[src/hw/rtl/robin_hood_id_set_macros.svh]
// Assertion helpers for the RTL of the id set.
`ifndef ROBIN_HOOD_ID_SET_MACROS_SVH
`define ROBIN_HOOD_ID_SET_MACROS_SVH

// Same-cycle implication, checked on every rising edge outside reset.
`define RHIS_ASSERT_NOW(lbl, ante, cons, msg) \
	lbl: assert property (@(posedge clk) disable iff (!arst_n) (ante) |-> (cons)) \
		else $error(msg);

// Next-cycle implication, checked on every rising edge outside reset.
`define RHIS_ASSERT_NEXT(lbl, ante, cons, msg) \
	lbl: assert property (@(posedge clk) disable iff (!arst_n) (ante) |=> (cons)) \
		else $error(msg);

`endif

[src/hw/rtl/rhis_ram.sv]
`default_nettype none
module rhis_ram #(
	parameter int WIDTH = 8,
	parameter int DEPTH = 32
) (
	input  wire logic                     clk,
	input  wire logic                     we,
	input  wire logic [$clog2(DEPTH)-1:0] waddr,
	input  wire logic [WIDTH-1:0]         wdata,
	input  wire logic                     re,
	input  wire logic [$clog2(DEPTH)-1:0] raddr,
	output logic      [WIDTH-1:0]         rdata
);

	logic [WIDTH-1:0] mem [DEPTH];

	always_ff @(posedge clk) begin
		if (we) begin
			mem[waddr] <= wdata;
		end
		if (re) begin
			rdata <= mem[raddr];
		end
	end

endmodule
`default_nettype wire
[config.mk]
export PLATFORM = sky130hd
export DESIGN_NAME = rhis_ram
export DESIGN_NICKNAME = d
export VERILOG_FILES = /design/src/hw/rtl/robin_hood_id_set_macros.svh /design/src/hw/rtl/rhis_ram.sv
export SDC_FILE = /design/constraint.sdc
export NUM_CORES = 1
export LEC_CHECK = 0
export ABC_AREA = 1
export BUFFER_PORTS_ARGS = -buffer_cell sky130_fd_sc_hd__buf_2
export CELL_PAD_IN_SITES_DETAIL_PLACEMENT = 0
export CELL_PAD_IN_SITES_GLOBAL_PLACEMENT = 1
export CORE_MARGIN = 8
export CORE_UTILIZATION = 55
export CTS_CLUSTER_SIZE = 8
export DETAILED_ROUTE_END_ITERATION = 10
export GPL_ROUTABILITY_DRIVEN = 0
export GPL_TIMING_DRIVEN = 0
export HOLD_SLACK_MARGIN = 0.05
export PLACE_DENSITY_LB_ADDON = 0.1
export SYNTH_ARGS = -nofsm -noshare
export SYNTH_HDL_FRONTEND = slang
export SYNTH_SLANG_ARGS = --single-unit
[constraint.sdc]
create_clock -name clk -period 3.7 [get_ports clk]
set_clock_uncertainty 0.05 [all_clocks]
set_input_delay 0.37 -clock clk [delete_from_list [all_inputs] [get_ports clk]]
set_output_delay 0.37 -clock clk [all_outputs]
set_load 0.05 [all_outputs]
# Word level (Yosys, flattened, before mapping)
# Memory sizes are Yosys's and may differ from the RTL's. A register that Yosys moved wholly into a read port is not among the register bits.
# Index checks and enable logic that the tools add are counted.
[word_totals]
ff_bits = 0
ramBits = 256
input_bits = 21
out_inout_bits = 8
wordCells = 3
mem_count = 1
[memory_table]
columns = ["name", "depth", "word_bits", "rd", "rd_clocked_by_memory_dff", "write_ports", "line_no", "text"]
rows = [
  ["mem", 32, 8, 1, 1, 1, "rhis_ram.sv:15", "logic [WIDTH-1:0] mem [DEPTH];"],
]
[op_classes]
n_mux = 2
[ops]
columns = ["operator", "n"]
rows = [
  ["$mux 1", 2],
]

# Longest topological paths before layout
# Gate-level depths: netlist (run 1).
[depth]
word_depth = 2
ltp_mapped = 11
depth_no_buf = 9

# Worst setup path before layout (run 1)
# No wires, ideal clock.
[synth_timing]
kind = "input to register"
startpoint = "input port waddr[0]"
endpoint = "memory mem[0][0], enable pin"
setup_time_ps = 370
arrival_time_ps = 1034
required_ps = 3280
slack_ps = 2246
stages = 3
path_buffers = 0
cell_sequence = "inv_1 -> nand3_1 -> nor2_1"
[synth_rtl]
columns = ["item", "line_no", "text"]
rows = [
  ["from (decl)", "rhis_ram.sv:8", "input wire logic [$clog2(DEPTH)-1:0] waddr,"],
  ["to (decl)", "rhis_ram.sv:15", ""],
]
# No word-level cell before the write port.

==> results of run 1 <==
[area by class of cell]
| cell class | count | share of cell area |
|---|---|---|
| flip-flops and latches | 264 | 0.642 |
| multi-input cells | 596 | 0.202 |
| clock buffers | 41 | 0.0831 |
| plain buffers | 52 | 0.0331 |
| well taps | 265 | 0.0268 |
| repair buffers | 25 | 0.0101 |
| inverters | 10 | 0.00304 |
[cell families after synthesis]
kind of cell,synth area share
AND/OR/NAND/NOR,0.229
flip-flops,0.730
buffers and inverters,0.0411
[worst max-delay path: stages]
cell and delay [ps]:
buf_2 110, inv_2 190, buf_1 530, nand3_1 250, nand3_1 200, nand2_1 90, nand2_1 60, nand2_1 60
nand2_1 60, nand2_1 70
[registers in the layout, summed over array words and instances, names as in the netlist]
name   count
mem      256
rdata      8
[how the worst max path moves through the flow]
stage / end / slack [ps] / cells after the start / start
2_1_floorplan: mem[0][0] / 2250 / 3 / waddr[0]
3_3_place_gp: rdata[7] / 1460 / 10 / raddr[1]
3_5_place_dp: rdata[7] / 1430 / 10 / raddr[1]
4_1_cts: rdata[7] / 1950 / 10 / raddr[1]
5_1_grt: rdata[7] / 1860 / 10 / raddr[1]
6_report: rdata[7] / 1880 / 10 / raddr[1]
[power by group]
| group | leakage [nW] | total (mW) | switching [mW] | internal (mW) |
|---|---|---|---|---|
| clock | 0.505 | 3.04 | 1.13 | 1.92 |
| combinational | 1.73 | 0.459 | 0.338 | 0.121 |
| sequential | 2.39 | 3.36 | 0.00952 | 3.35 |
| total | 4.62 | 6.86 | 1.47 | 5.39 |
[cell usage after synthesis]
cell,n
buf_2,15
inv_2,2
buf_1,2
inv_1,8
buf_4,4
nand3_1,204
nand2_1,360
buf_6,24
edfxtp_1,264
clkbuf_1,7
nor2_1,32
[metal layers]
metal  vias up  part of all wire  track usage  wire length [µm]
li1       3323                 -            -                 -
met1      3475              0.43        0.325             11900
met2       306              0.47        0.368             13000
met3        48             0.081       0.0436              2260
met4         0             0.019       0.0636               534
met5         -                 0            0                 0
==> results.txt, run 1 <==
status -> finished clean
first-pass GRT wire length -> 41.6 mm
power consumption -> 6.86 mW
antenna violations before repair -> 0
final setup margin -> 1880 ps
Area contributors post-synth -> edfxtp_1 (73%), nand2_1 (12%), nand3_1 (9.4%), buf_6 (2.5%), nor2_1 (1.1%)
Worst R2R Path Depth -> 8
non-filler cells, final -> 1,253
Sink Count -> 264
Antenna Diode Count -> 0
Multi-input gate area -> 2490 µm²
Seq/Total Area, Yosys -> 0.730
CP required -> 3890 ps
Tmin final -> 1820 ps
Starting DRT DRC Count -> 680
total wire length -> 27.8 mm
dpl cells -> 1,212
Hold Crit Start -> re
Setup-failing EPs final -> 0
Avg Cell Area, Syn -> 11.8 µm²
Clock Tree Root -> clkbuf_16
Critical Path AT -> 2010 ps
startpoint types -> input pin
crit path kind -> in2reg
Synth top area share -> 0.730
Synth Register Bits -> 264
Die Ht -> 157 µm
most frequent cells in the layout -> nand2_1 (360), edfxtp_1 (264), nand3_1 (204)
Mapped Cells -> 922
setup TNS -> 0 ps
most common cell after layout, fill and taps aside -> nand2_1
clock buffer depth -> 3
PortBufs -> 25
hold slack -> 154 ps
Reg2Reg Capture Point -> rdata[5]
Critical Path Fanout Max -> 10
total I/O pin count -> 29
synthesized area -> 10,900 µm²
die area -> 24,500 µm²
Post-CTS Repair Setup Buffers -> 0
std cell rows -> 51
min-delay worst type -> in2reg
hold path depth -> 1
global route overflow -> 0
area leader, netlist -> edfxtp_1
via/cell ratio -> 5.71
dpl ws -> 1430 ps
via count -> 7,152
H-tree levels -> 2
fmax -> 551 MHz
DRC viols -> 0
worst slew pin tran -> 1060 ps
Die Wd -> 157 µm
final period utilization -> 0.491
R2R Path Start -> mem[5][5]
flop2flop setup slack -> 2280 ps
Initial Utilization -> 0.560
Util after Layout -> 0.637
DP Area -> 11,300 µm²
CTS resizes -> 0
antenna-violating nets left -> 0
worst hold endpoint -> rdata[4]
GRT Total Usage -> 0.232
CTS tree -> yes
FILL cells -> 1,534
HPWL Detailed -> 18.3 mm
syn_nets -> 943
Final Hold Viols -> 0
Synth-to-Final Area Change -> 13.6%
RSZ-0062 raised after global routing -> false
post-synthesis cell type count -> 11
vias in the first global route -> 6,977
leakage -> 4.62 nW
1st-pass router iterations -> 5
Final nets -> 1,008
CTS buffer count -> 38
Setup crit end kind -> register
relative slew slack -> 0.292
Worst-Skew Late Latency -> 510 ps
Reg area -> 7930 µm²
Reg clk slew, reported paths -> 50 ps
ratio of cells with drive above 1 in the final layout -> 0.112
drt wl/cell -> 22.2 µm
core area -> 19,400 µm²
CTS Hold Bufs -> 0
largest net degree at the start of global routing -> 33
MaxCap Viol Count -> 0
post-route cell area -> 12,300 µm²
Final Slew Violations -> 0
VDD IR max -> 0.528 mV
Ys Warns -> 0
PwrDens -> 556 nW/µm²
(Power assumes the default switching activity.)
==> run 2: changes to the inputs <==
--- a/config.mk
+++ b/config.mk
@@ -10,7 +10,7 @@
 export CELL_PAD_IN_SITES_DETAIL_PLACEMENT = 0
 export CELL_PAD_IN_SITES_GLOBAL_PLACEMENT = 1
 export CORE_MARGIN = 8
-export CORE_UTILIZATION = 55
+export CORE_UTILIZATION = 46
 export CTS_CLUSTER_SIZE = 8
 export DETAILED_ROUTE_END_ITERATION = 10
 export GPL_ROUTABILITY_DRIVEN = 0
==> constraint.sdc (replaced) <==
create_clock -name clk -period 1.5 [get_ports clk]
set_clock_uncertainty 0.05 [all_clocks]
set_input_delay 0.15 -clock clk [delete_from_list [all_inputs] [get_ports clk]]
set_output_delay 0.15 -clock clk [all_outputs]
set_load 0.05 [all_outputs]
==> results.txt, run 2 (synthesis results as in run 1) <==
status -> finished clean
VDD IR max -> 0.842 mV
via/cell ratio -> 5.29
antenna-violating nets left -> 0
hold slack -> 127 ps
dpl ws -> -660 ps
relative slew slack -> 0.348
post-route cell area -> 12,400 µm²
Setup-failing EPs final -> 0
Die Wd -> 170 µm
via count -> 6,920
non-filler cells, final -> 1,308
Final nets -> 1,009
worst slew pin tran -> 975 ps
dpl cells -> 1,266
clock buffer depth -> 3
startpoint types -> input pin
ratio of cells with drive above 1 in the final layout -> 0.120
Reg clk slew, reported paths -> 40 ps
Post-CTS Repair Setup Buffers -> 0
Final Slew Violations -> 0
delay-heaviest family, CP -> simple AND/OR/NAND/NOR gates
total wire length -> 28.8 mm
std cell rows -> 56
MaxCap Viol Count -> 0
slowest cell delay on critical path -> 870 ps
GRT Total Usage -> 0.203
final setup margin -> 49.1 ps
min-delay worst type -> in2reg
crit path kind -> in2reg
Synth-to-Final Area Change -> 14.2%
PwrDens -> 1350 nW/µm²
P_int -> 13.0 mW
net switching power -> 3.74 mW
global route overflow -> 0
1st-pass router iterations -> 5
Final Hold Viols -> 0
Sequential Power Share -> 0.494
FILL cells -> 2,029
CP required -> 1580 ps
Clock power frac -> 0.437
switching share of power -> 0.223
fmax -> 689 MHz
Critical Path AT -> 1530 ps
CTS tree -> yes
Worst-Skew Late Latency -> 520 ps
drt wl/cell -> 22.0 µm
Largest register FFs -> 256
Clock Tree Root -> clkbuf_16
die area -> 28,800 µm²
final period utilization -> 0.967
Sink Count -> 264
biggest regs -> mem (256), rdata (8)
most common cell after layout, fill and taps aside -> nand2_1
most frequent cells in the layout -> nand2_1 (360), edfxtp_1 (264), nand3_1 (201)
leakage -> 4.63 nW
Antenna Diode Count -> 0
total I/O pin count -> 29
Setup crit end kind -> register
HPWL Detailed -> 18.8 mm
PortBufs -> 25
Critical Path Fanout Max -> 8
DP Area -> 11,400 µm²
RSZ-0062 raised after global routing -> true
Starting DRT DRC Count -> 602
Reg with most FFs -> mem
H-tree levels -> 2
first-pass GRT wire length -> 42.7 mm
Die Ht -> 170 µm
DRC viols -> 0
largest net degree at the start of global routing -> 33
power consumption -> 16.8 mW
Initial Utilization -> 0.466
antenna violations before repair -> 0
CTS buffer count -> 38
Logic pwr share -> 0.069
worst path bufs/invs -> 2
worst path cell trace -> buf_2, inv_1, nand3_1, nor2_1
vias in the first global route -> 6,742
Tmin final -> 1450 ps
crit path max-delay cell type -> nor2_1
core area -> 23,300 µm²
run 2: cell count changes in the layout (fill, tap and decap cells not counted), sizes merged:
cell         delta
clkbuf          -3
clkinv          +1
dlygate4sd3     +1
inv             +2
run 2: final cells by class:
class	count	area [µm²]	share of cell area
sequential	264	7930	0.639
multi-input combinational	596	2510	0.202
clock buffer	38	951	0.0766
buffer	52	415	0.0335
tap	319	399	0.0322
timing repair buffer	26	135	0.0109
inverter	10	37.5	0.00303
clock inverter	3	33.8	0.00272
run 2: routing by layer:
| layer | vias up | wire length, µm | global-route usage |
|---|---|---|---|
| met4 | 0 | 497 | 0.0492 |
| met1 | 3339 | 13500 | 0.291 |
| met2 | 214 | 13100 | 0.318 |
| met3 | 47 | 1690 | 0.0356 |
| met5 | - | 0 | 0 |
| li1 | 3320 | - | - |
run 2: timing repair:
action,in CTS,in global routing
hold buffers,1,0
hold endpoints to repair,8,0
gates resized for setup,2,9
setup endpoints to repair,7,23
cloned,0,0
run 2: worst reg2reg max path: stages (launching register included):
cell and delay [ps]:
edfxtp_1 350, nand2_1 80, nand3_1 100, nand3_1 190, nand2_1 110, nand2_1 70
nand2_1 60, nand2_1 60, nand2_1 60
run 2: stage by stage:
step / util / setup TNS (ps)
after CTS: 0.531 / 0
after global placement: 0.488 / -88260
after global routing: 0.532 / -854
after detailed placement: 0.488 / -91830
after floorplan: - / 0
final: 0.532 / 0
run 2: final timing paths:
check	cells past startpoint	startpoint	slack (ps)	to
worst max-delay path	4	waddr[0]	50	mem[18][1]
worst min-delay path	3	raddr[4]	130	rdata[3]
worst max register to register	8	mem[5][2]	100	rdata[2]
worst min register to register	8	mem[0][3]	850	rdata[3]
run 2: power groups by stage:
stage | Sequential (mW) | Clock, mW | Combinational (mW)
3_3_place_gp | 8.41 | 0 | 1.14
4_1_cts | 8.28 | 7.43 | 1.15
3_5_place_dp | 8.41 | 0 | 1.15
2_1_floorplan | 8.48 | 0 | 0.591
5_1_grt | 8.28 | 7.72 | 1.26
6_report | 8.28 | 7.33 | 1.15
